**config.mk**
```make
export PLATFORM = sky130hd
export DESIGN_NAME = mpid_ctrl
export DESIGN_NICKNAME = d
export VERILOG_FILES = /design/src/mpid_pkg.sv /design/src/mpid_ctrl.sv
export SDC_FILE = /design/constraint.sdc
export NUM_CORES = 1
export LEC_CHECK = 0
export BUFFER_PORTS_ARGS = -buffer_cell sky130_fd_sc_hd__clkbuf_2
export CAP_MARGIN = 20
export CORE_AREA = 2 2 39 41
export DETAILED_ROUTE_END_ITERATION = 8
export DIE_AREA = 0 0 41 43
export PLACE_DENSITY_LB_ADDON = 0.12
export SLEW_MARGIN = 20
export SYNTH_ARGS = -nofsm -noshare
export SYNTH_HDL_FRONTEND = slang
export SYNTH_SLANG_ARGS = --single-unit
```
**constraint.sdc**
```tcl
create_clock -name clock -period 1.2 [get_ports clock]
set_clock_uncertainty 0.2 [all_clocks]
set_input_delay 0.06 -clock clock [delete_from_list [all_inputs] [get_ports clock]]
set_output_delay 0.06 -clock clock [all_outputs]
set_load 0.005 [all_outputs]
```
**src/mpid_pkg.sv**
```systemverilog
// Shared types and constants for the multichannel PID block.
`default_nettype none
package mpid_pkg;

   localparam int CHANNELS_DEF = 8;
   localparam int CH_CAP       = 8;
   localparam int ACC_W        = 98;
   localparam int DIV_W        = 96;
   localparam int MUL_W        = 35;
   localparam int PROD_W       = 2 * MUL_W;
   localparam logic [31:0] NS_SCALE = 32'd1000000000;
   // floor(2^62 / 1e9), reciprocal for the integral-term divide
   localparam logic [32:0] NS_RECIP = 33'd4611686018;

   localparam logic [1:0] CSR_CHANNEL_COUNT = 2'd0;
   localparam logic [1:0] CSR_GAIN_P        = 2'd1;
   localparam logic [1:0] CSR_GAIN_I        = 2'd2;
   localparam logic [1:0] CSR_GAIN_D        = 2'd3;

   typedef enum logic [2:0] {
      KIND_PROCESS  = 3'd0,
      KIND_SETPOINT = 3'd1,
      KIND_LIMITS   = 3'd2,
      KIND_ENABLE   = 3'd3,
      KIND_GAINS    = 3'd4,
      KIND_TICK     = 3'd5
   } kind_type;

   typedef enum logic [3:0] {
      ST_IDLE, ST_LOAD, ST_MUL, ST_ACC, ST_DSTART, ST_DWAIT, ST_STORE, ST_EMIT
   } state_type;

   typedef enum logic [2:0] {
      STEP_INT, STEP_P, STEP_DIFF, STEP_DLO, STEP_DHI, STEP_ILO, STEP_IHI
   } step_type;

   typedef enum logic [3:0] {
      OP_NONE, OP_WRITE, OP_TICK, OP_LOAD, OP_MUL, OP_ACC,
      OP_DIV_START, OP_DIV_TAKE, OP_STORE, OP_EMIT
   } dp_op_type;

   typedef enum logic [1:0] {
      RD_IDLE, RD_EST, RD_BACK, RD_FIX
   } rdiv_state_type;

   typedef struct packed {
      dp_op_type op;
      step_type  step;
   } cmd_type;

   typedef struct packed {
      logic enabled;
      logic ns_zero;
      logic div_busy;
      logic out_free;
      logic last;
      logic limit_zero;
   } status_type;

endpackage
`default_nettype wire

```
**src/mpid_ctrl.sv**
```systemverilog
// Controller: sequences writes and the per-channel PID steps of a tick.
`default_nettype none
module mpid_ctrl (
   input  wire logic                 clock,
   input  wire logic                 reset,
   input  wire logic                 req_valid,
   input  wire logic [2:0]           req_kind,
   output logic                      req_ready,
   input  wire mpid_pkg::status_type status,
   output mpid_pkg::cmd_type         cmd
);
   mpid_pkg::state_type state_ff, state_in;
   mpid_pkg::step_type  step_ff, step_in;

   always_ff @(posedge clock) begin
      if (reset) begin
         state_ff <= mpid_pkg::ST_IDLE;
         step_ff  <= mpid_pkg::STEP_INT;
      end else begin
         state_ff <= state_in;
         step_ff  <= step_in;
      end
   end

   always_comb begin
      state_in  = state_ff;
      step_in   = step_ff;
      req_ready = 1'b0;
      cmd.op    = mpid_pkg::OP_NONE;
      cmd.step  = step_ff;
      case (state_ff)
         mpid_pkg::ST_IDLE: begin
            req_ready = 1'b1;
            if (req_valid) begin
               if (req_kind == mpid_pkg::KIND_TICK) begin
                  cmd.op = mpid_pkg::OP_TICK;
                  if (!status.limit_zero) state_in = mpid_pkg::ST_LOAD;
               end else if (req_kind <= mpid_pkg::KIND_GAINS) begin
                  cmd.op = mpid_pkg::OP_WRITE;
               end
            end
         end
         mpid_pkg::ST_LOAD: begin
            cmd.op   = mpid_pkg::OP_LOAD;
            step_in  = mpid_pkg::STEP_INT;
            state_in = status.enabled ? mpid_pkg::ST_MUL : mpid_pkg::ST_EMIT;
         end
         mpid_pkg::ST_MUL: begin
            cmd.op   = mpid_pkg::OP_MUL;
            state_in = mpid_pkg::ST_ACC;
         end
         mpid_pkg::ST_ACC: begin
            cmd.op   = mpid_pkg::OP_ACC;
            state_in = mpid_pkg::ST_MUL;
            case (step_ff)
               mpid_pkg::STEP_INT: step_in = mpid_pkg::STEP_P;
               mpid_pkg::STEP_P:
                  step_in = status.ns_zero ? mpid_pkg::STEP_ILO : mpid_pkg::STEP_DIFF;
               mpid_pkg::STEP_DIFF: state_in = mpid_pkg::ST_DSTART;
               mpid_pkg::STEP_DLO:  step_in = mpid_pkg::STEP_DHI;
               mpid_pkg::STEP_DHI:  step_in = mpid_pkg::STEP_ILO;
               mpid_pkg::STEP_ILO:  step_in = mpid_pkg::STEP_IHI;
               mpid_pkg::STEP_IHI:  state_in = mpid_pkg::ST_DSTART;
               default:             state_in = mpid_pkg::ST_IDLE;
            endcase
         end
         mpid_pkg::ST_DSTART: begin
            cmd.op   = mpid_pkg::OP_DIV_START;
            state_in = mpid_pkg::ST_DWAIT;
         end
         mpid_pkg::ST_DWAIT: begin
            if (!status.div_busy) begin
               cmd.op = mpid_pkg::OP_DIV_TAKE;
               if (step_ff == mpid_pkg::STEP_DIFF) begin
                  step_in  = mpid_pkg::STEP_DLO;
                  state_in = mpid_pkg::ST_MUL;
               end else begin
                  state_in = mpid_pkg::ST_STORE;
               end
            end
         end
         mpid_pkg::ST_STORE: begin
            cmd.op   = mpid_pkg::OP_STORE;
            state_in = mpid_pkg::ST_EMIT;
         end
         mpid_pkg::ST_EMIT: begin
            if (status.out_free) begin
               cmd.op   = mpid_pkg::OP_EMIT;
               state_in = status.last ? mpid_pkg::ST_IDLE : mpid_pkg::ST_LOAD;
            end
         end
         default: state_in = mpid_pkg::ST_IDLE;
      endcase
   end
endmodule
`default_nettype wire

```
==> results.cfg, run 1 <==
[power]
vdd_ir_drop_max_v = 0.000632
switching_share_pct = 33.4
p_clk_share_pct = 21.2
switchingPower_mw = 0.286
p_comb_share_pct = 49.3
p_int_mw = 0.570
power_leakage_nw = 0.380
pwr_density_cell_nw_per_um2 = 972
sequentialPowerShare_pct = 29.4

[layout]
drive_above_1_share_pct = 64.2
nNetsFinal = 120
area_growth_pct = 91.8
final_area_um2 = 881
fill_cells = 127
diodes = 0

[min_path]
hold_path.class = in -> reg

[yosys]
ys_warn_count = 0
async_flop_share_pct = 0
yosys.area.top_type = dfxtp_1
syn_area_per_cell_um2 = 7.41
synth.distinct_cells = 29
yosys-top-cells-count = o21ai_0 (8), a21oi_1 (7), dfxtp_1 (6), inv_1 (6), nand2_1 (4)
yosysSeqAreaShare_pct = 26.2
synth_area_um2 = 459
synth_edf_count = 0
synth_top_area_share_pct = 26.2
synth_area_leaders = dfxtp_1 (26%), o21ai_0 (8.7%), a21oi_1 (7.6%)
syn_inst = 62
ys.flop_type = dfxtp_1
synth.most_common_cell = o21ai_0
synth_fp_nets = 74
ys_seq_elements = 6

[floorplanning]
num_io_pins = 20
die_y_um = 43
row_count = 14
core_area_um2 = 1380
floorplan.initialDensity_pct = 33.2
die-area_um2 = 1760
die_w_um = 41

[critical_path]
path_max_fanout = 5
slowest_delay_ns = 0.36
required_ns = 0.94
cp_top_family = buffers and inverters
path_class = reg -> out
critPathArrivalTime_ns = 1.12
crit_chain = buf_6, buf_4, nor3_4, clkbuf_2
critPathBufInv = 3
worstSetupEndpointType = output port
cp-start-kind = flop
crit_path_top_delay_cell = dfxtp_4

[timing]
min_period_over_period_pct = 115
finalHoldViolations = 0
tns_ns = -1.21
finalSetupViolCount = 10
rsz0062_at_grt = yes
drv_slew = 0
slew_headroom_pct = 84.2
timing.fmax_mhz = 726
layout_setup_ws_ns = -0.178
timing.final.crit_period_ns = 1.38
tightest_slew_ns = 0.234

[run_status]
violations = negative setup slack
status = finished, violations left

[global_routing]
grt_pass1_vias = 594
grt_max_degree = 8
grt_util_all_layers_pct = 19.5
grt_pass1_wl_um = 2370
antenna_found_initial = 0
overflow = 0

[flow_run]
cap_violations = 0

[route]
wl_per_cell_um = 12.6
vias = 632
viasPerCell = 5.18
dr.pass1.iters = 4
drc = 0
ant_nets = 0
drtIter0Drc = 10
wirelength_um = 1540

[clock_tree]
cts_tree = yes
cts_sinks = 6
numCtsBuffers = 3
cts_root_buf = clkbuf_4
clk_latency_ns = 0.24
path_clk_slew_ns = 0.04
h-tree-depth = 1
clockBufferDepth = 2

[placed_design]
numPortBuffers = 19
placed_area_um2 = 674
routabilityCongestion = 0.789
dp.final_hpwl_um = 1040
-- worst reg2reg max path, cell delays in order, from the launching register on --
cell	delay [ns]
dfxtp_4	0.36
nand2_2	0.08
nand3_1	0.10
or3_1	0.33
a221oi_2	0.20
-- what timing repair did --
item                                    4_1_cts  5_1_grt
setup buffers                                 5        1
resized for setup                            26       16
endpoints found under the setup margin       11       12
hold buffers                                  3        0
pin swaps                                    12       10
hold endpoints to repair                      6        0
-- sequential cells by signal (all words and copies together) (netlist names) --
register and count:
step_ff 3, state_ff 3
-- layout make-up --
cell class | count | area [µm²] | area share, %
clock buffer | 3 | 22.5 | 2.56
inverter | 7 | 28.8 | 3.27
multi-input combinational | 46 | 353 | 40.1
sequential | 6 | 133 | 15.1
tap | 16 | 20.0 | 2.27
timing repair buffer | 44 | 324 | 36.8
-- cell usage in the layout, fill, tap and decap left out, types with 2 or more instances in the layout --
master and count:
a21oi_1 6, nor2_1 3, o21ai_1 5, nand2b_1 2
buf_6 9, clkbuf_4 3, buf_4 13, dfxtp_4 2
inv_1 3, o21ai_0 2, buf_2 3, nand2_1 2
dfxtp_2 4, o211ai_1 2, nand2_2 2, a221oi_2 2
inv_2 3, dlygate4sd3_1 3, clkbuf_2 16
-- path summary, 6_finish.rpt --
path | startpoint | endpoint | slack, ns | cells past startpoint
worst max-delay path | state_ff[0] | req_ready | -0.18 | 4
worst min-delay path | status[3] | state_ff[1] | 0.02 | 4
worst max register to register | state_ff[2] | step_ff[0] | -0.14 | 4
worst min register to register | state_ff[0] | state_ff[1] | 0.36 | 2
-- per-layer routing --
metal / track usage (%) / vias up / wire, µm
met5: 0 / - / 0
met4: 7.33 / 0 / 0
met3: 5.24 / 0 / 73
met2: 33.4 / 17 / 859
met1: 21.3 / 292 / 603
li1: - / 323 / -
-- per-stage QoR --
step,utilization [%],worst slack [ns],hold WS (ns),std cells,power [mW]
floorplan,-,-0.0805,-0.0747,62,0.398
global placement,48.7,-0.0848,0.112,111,0.562
detailed placement,48.7,-0.106,0.113,111,0.562
CTS,60.3,-0.193,0.00769,121,0.836
global route,63.7,-0.243,0.0529,122,0.922
finish,63.7,-0.178,0.0221,122,0.856
-- power by group through the flow --
stage	combinational (mW)	sequential, mW	clock, mW
after floorplan	0.158	0.240	0
after global placement	0.320	0.242	0
after detailed placement	0.320	0.242	0
after CTS	0.396	0.249	0.192
after global routing	0.464	0.255	0.203
final	0.422	0.252	0.182
-- cell families after synthesis --
family          synth area share [%]
simple gates                    25.3
buf+inv                         12.3
flops                           26.2
compound gates                  36.2
No activity file was read; power rests on OpenSTA's default activity.
==> run 2: changes to the inputs <==
--- a/config.mk
+++ b/config.mk
@@ -15,3 +15,4 @@
 export SYNTH_ARGS = -nofsm -noshare
 export SYNTH_HDL_FRONTEND = slang
 export SYNTH_SLANG_ARGS = --single-unit
+export TNS_END_PERCENT = 20
==> run 2 against run 1 <==
Against the previous run: the run ends with negative hold slack, negative setup slack left; combinational power is 8.3% lower; sequential share of layout area rose by 1.8 points; count of clock-buffer cells in the layout is the same; cell count shrank 5.7%; die area is the same; sequential cell count is the same; global-route usage is 0.97 points lower; register-to-register slack got worse by 0.03 ns; fmax is 1.1% lower; clock power is 4% higher; power decreased by 3.8%; largest cell class unchanged; largest power group unchanged; highest routed layer is now met4.
==> results.cfg, run 2 (synthesis gave the netlist of run 1 again) <==
[timing]
rsz0062_at_grt = yes
hold_slack_ns = -0.0263
min_period_over_period_pct = 116
timing.final.crit_period_ns = 1.39
drv_slew = 0
layout_setup_ws_ns = -0.193
finalHoldViolations = 4
finalSetupViolCount = 12
tightest_slew_ns = 0.251
timing.fmax_mhz = 718
slew_headroom_pct = 83.1

[power]
vdd_ir_drop_max_v = 0.000506
power_mw = 0.823
pwr_density_cell_nw_per_um2 = 1060
power_leakage_nw = 0.330

[floorplanning]
row_count = 14
core_area_um2 = 1380
die-area_um2 = 1760
die_w_um = 41
num_io_pins = 20
die_y_um = 43
floorplan.initialDensity_pct = 33.2

[critical_path]
path_class = reg -> out
path_max_fanout = 7
required_ns = 0.94
slowest_delay_ns = 0.35
crit_chain = buf_8, nor3_4, buf_4, buf_6
cp-start-kind = flop
worstSetupEndpointType = output port
critPathArrivalTime_ns = 1.13
crit_path_top_delay_cell = dfxtp_4

[clock_tree]
postCtsHoldBufs = 2
numCtsBuffers = 3
path_clk_slew_ns = 0.05
h-tree-depth = 1
clk_latency_ns = 0.25
cts_tree = yes
cts_sinks = 6
cts_root_buf = clkbuf_4
clockBufferDepth = 2

[route]
drc = 0
vias = 600
wirelength_um = 1430
drtIter0Drc = 4
dr.pass1.iters = 4
wl_per_cell_um = 12.4
ant_nets = 0
viasPerCell = 5.22

[layout]
nNetsFinal = 113
area_growth_pct = 69.5
final_common_cell = clkbuf_2
diodes = 0
drive_above_1_share_pct = 56.6
fill_cells = 147
most-common-layout-cells = clkbuf_2 (16), buf_4 (13), a21oi_1 (6), o21ai_0 (5), inv_1 (4)
largestRegisters = state_ff x3, step_ff x3
utilization_pct = 56.2
final_area_um2 = 778

[min_path]
hold_path.class = in -> reg

[flow_run]
cap_violations = 0

[run_status]
violations = negative hold slack, negative setup slack
status = finished, violations left

[placed_design]
dp.final_hpwl_um = 1070
routabilityCongestion = 0.796
numPortBuffers = 19
placed_area_um2 = 652

[global_routing]
grt_max_degree = 12
antenna_found_initial = 0
grt_pass1_vias = 548
grt_pass1_wl_um = 2210
grt_util_all_layers_pct = 18.5
overflow = 0
[run 2: through the flow]
step / instances / setup WS (ns) / TNS [ns]
after floorplan: 62 / -0.0805 / -0.151
after global placement: 108 / -0.0910 / -0.507
after detailed placement: 108 / -0.104 / -0.492
after CTS: 114 / -0.205 / -1.21
after global routing: 115 / -0.243 / -2.04
final: 115 / -0.193 / -1.28
[run 2: final timing paths]
check | start | to | slack [ns] | cells past startpoint
worst max-delay path | state_ff[2] | req_ready | -0.19 | 4
worst min register to register | state_ff[0] | state_ff[1] | 0.32 | 2
worst min-delay path | status[3] | state_ff[1] | -0.03 | 4
worst max register to register | state_ff[2] | step_ff[0] | -0.17 | 4
[run 2: power breakdown]
part           leakage (nW)  switching, mW  internal, mW  total, mW
clock network        0.0138         0.0768         0.113      0.190
logic                 0.264          0.173         0.215      0.387
registers            0.0516         0.0249         0.221      0.246
[run 2: worst max-delay path, delay by kind of cell, from the launching register on]
kind,cells,cell delay (ns)
flip-flops,1,0.35
buffers and inverters,3,0.35
AND/OR/NAND/NOR,1,0.18
[run 2: timing repair]
action	CTS	global route
setup endpoints to repair	11	12
pin swaps	8	3
cloned	0	0
resized for setup	9	17
setup buffers	1	1
endpoints found under the hold margin	6	1
[run 2: final cells by class]
class	count	area, µm²	area share (%)
multi-input cells	46	322	41.3
inverters	7	26.3	3.38
well taps	16	20.0	2.57
flip-flops and latches	6	131	16.9
clock buffers	3	22.5	2.89
repair buffers	37	256	33.0
[run 2: layer usage]
layer	up-vias	track usage, %	part of all wire, %
li1	305	-	-
met2	21	30.9	50
met4	0	10.0	1.3
met5	-	0	0
met1	270	21.4	43
met3	4	2.09	5.6
==> run 3: changes to the inputs <==
--- a/config.mk
+++ b/config.mk
@@ -5,6 +5,7 @@
 export SDC_FILE = /design/constraint.sdc
 export NUM_CORES = 1
 export LEC_CHECK = 0
+export ABC_AREA = 1
 export BUFFER_PORTS_ARGS = -buffer_cell sky130_fd_sc_hd__clkbuf_2
 export CAP_MARGIN = 20
 export CORE_AREA = 2 2 39 41
==> constraint.sdc (replaced) <==
create_clock -name clock -period 1.1 [get_ports clock]
set_clock_uncertainty 0.2 [all_clocks]
set_input_delay 0.055 -clock clock [delete_from_list [all_inputs] [get_ports clock]]
set_output_delay 0.055 -clock clock [all_outputs]
set_load 0.005 [all_outputs]
==> run 3 against run 2 <==
Against the previous run: the flow still finishes with violations (negative hold slack, negative setup slack); sequential power increased by 96%; worst hold slack got worse by 0.016 ns; register-to-register slack got worse by 0.11 ns; setup slack got worse by 0.19 ns; power increased to 2.9 times the previous value; die area unchanged; final area increased by 25%; global-route usage increased by 3.1 points; cell count increased by 37%; critical path type unchanged; critical endpoint is now cmd[4].
==> results.cfg, run 3 <==
[run_status]
status = finished, violations left
violations = negative hold slack, negative setup slack

[placed_design]
routabilityCongestion = 0.827
numPortBuffers = 19
dp.final_hpwl_um = 1250
dp.cells = 147

[clock_tree]
h-tree-depth = 1
cts_tree = yes
postCtsHoldBufs = 2
clockBufferDepth = 2
cts_root_buf = clkbuf_4
path_clk_slew_ns = 0.05
cts_sinks = 6
clk_latency_ns = 0.24
numCtsBuffers = 3

[layout]
drive_above_1_share_pct = 51.4
nNetsFinal = 156
diodes = 0
instances_no_fill = 158
area_growth_pct = 80.5
most-common-layout-cells = nand2_1 (24), clkbuf_2 (18), buf_4 (18), nor2_1 (17), inv_1 (9)
final_common_cell = nand2_1
largestRegisters = state_ff x3, step_ff x3
fill_cells = 126

[floorplanning]
floorplan.initialDensity_pct = 39.0
die-area_um2 = 1760
die_w_um = 41
num_io_pins = 20
die_y_um = 43
core_area_um2 = 1380
row_count = 14

[timing]
min_period_over_period_pct = 135
finalHoldViolations = 1
rsz0062_at_grt = yes
tightest_slew_ns = 0.296
layout_setup_ws_ns = -0.383
timing.fmax_mhz = 674
finalSetupViolCount = 11
slew_headroom_pct = 80.2
drv_slew = 0
hold_slack_ns = -0.0425
timing.final.crit_period_ns = 1.48

[global_routing]
grt_pass1_wl_um = 2660
grt_util_all_layers_pct = 21.7
grt_max_degree = 8
grt_pass1_vias = 657
overflow = 0
antenna_found_initial = 0

[min_path]
hold_path.class = in -> reg

[critical_path]
path_max_fanout = 7
cp-start-kind = flop
path_class = reg -> out
worstSetupEndpointType = output port
required_ns = 0.84
critPathArrivalTime_ns = 1.23

[route]
viasPerCell = 4.82
drtIter0Drc = 12
wirelength_um = 1800
wl_per_cell_um = 11.4
dr.pass1.iters = 4
vias = 762
ant_nets = 0
drc = 0

[yosys]
ys_seq_elements = 6
synth_fp_nets = 109
ys_warn_count = 0
synth_top_area_share_pct = 22.3
synth_edf_count = 0
syn_inst = 97
synth_area_um2 = 539
synth.most_common_cell = nand2_1
syn_area_per_cell_um2 = 5.56
async_flop_share_pct = 0
yosysSeqAreaShare_pct = 22.3
yosys.area.top_type = dfxtp_1
yosys-top-cells-count = nand2_1 (27), nor2_1 (20), nand3_1 (11)
ys.flop_type = dfxtp_1
synth.distinct_cells = 16
synth_area_leaders = dfxtp_1 (22%), nand2_1 (19%), nor2_1 (14%)

[power]
power_mw = 2.42
power_leakage_nw = 0.499
pwr_density_cell_nw_per_um2 = 2480
vdd_ir_drop_max_v = 0.00142

[flow_run]
cap_violations = 0
==> run 3: cell count changes after synthesis, sizes merged, moves of 2 or more <==
cell	change
a221oi	-2
buf	-2
inv	+5
nand2	+27
nand3	+12
nor3	-2
nand2b	-2
a21oi	-4
nor3b	-2
nor2	+19
o21ai	-3
==> run 3: critical path: stages, from the launching register on <==
cell and delay [ns]:
dfxtp_4 0.41, inv_4 0.06, o211ai_1 0.27, nand3_2 0.12, clkbuf_2 0.13
==> run 3: layout make-up <==
class	count	area, µm²	share of cell area [%]
multi-input combinational	78	445	45.8
timing repair buffer	43	295	30.3
sequential	6	135	13.9
inverter	12	55.1	5.66
clock buffer	3	22.5	2.31
tap	16	20.0	2.06
==> run 3: timing repair <==
action / in CTS / in global routing
hold endpoints to repair: 6 / 1
cloned: 0 / 0
buffers inserted: 6 / 0
resized for setup: 23 / 12
pin swaps: 7 / 7
endpoints found under the setup margin: 12 / 12
==> run 3: per-stage QoR <==
step / utilization [%] / cell area (µm²) / setup TNS [ns] / setup WS (ns)
finish: 70.3 / 973 / -3.08 / -0.383
global route: 70.3 / 973 / -3.71 / -0.424
global placement: 55.4 / 767 / -2.01 / -0.271
floorplan: - / 543 / -0.683 / -0.110
CTS: 67.3 / 931 / -2.96 / -0.307
detailed placement: 55.4 / 767 / -2.42 / -0.322
==> run 3: logic make-up (layout without fill, tap and decap cells) <==
kind of cell,after synthesis,count (layout),synth area share (%)
AOI/OAI and AO/OA,11,11,11.6
buffers and inverters,13,58,10.4
DFF,6,6,22.3
and+or+nand+nor,67,67,55.7
==> run 3: per-layer routing <==
layer / wire length [µm] / track usage, %
met1: 830 / 29.3
met2: 917 / 34.4
met3: 46 / 1.57
met4: 8 / 8.00
met5: 0 / 0
==> run 3: worst paths after layout <==
kind	startpoint	end	slack [ns]	cells after the start
worst max-delay path	state_ff[0]	cmd[4]	-0.38	4
worst min-delay path	status[3]	state_ff[1]	-0.04	4
worst max register to register	state_ff[1]	step_ff[1]	-0.28	9
worst min register to register	step_ff[0]	step_ff[0]	0.49	5
==> run 3: power by group <==
part | switching, mW | internal, mW
sequential | 0.139 | 0.344
clock | 0.0832 | 0.124
combinational | 0.878 | 0.851
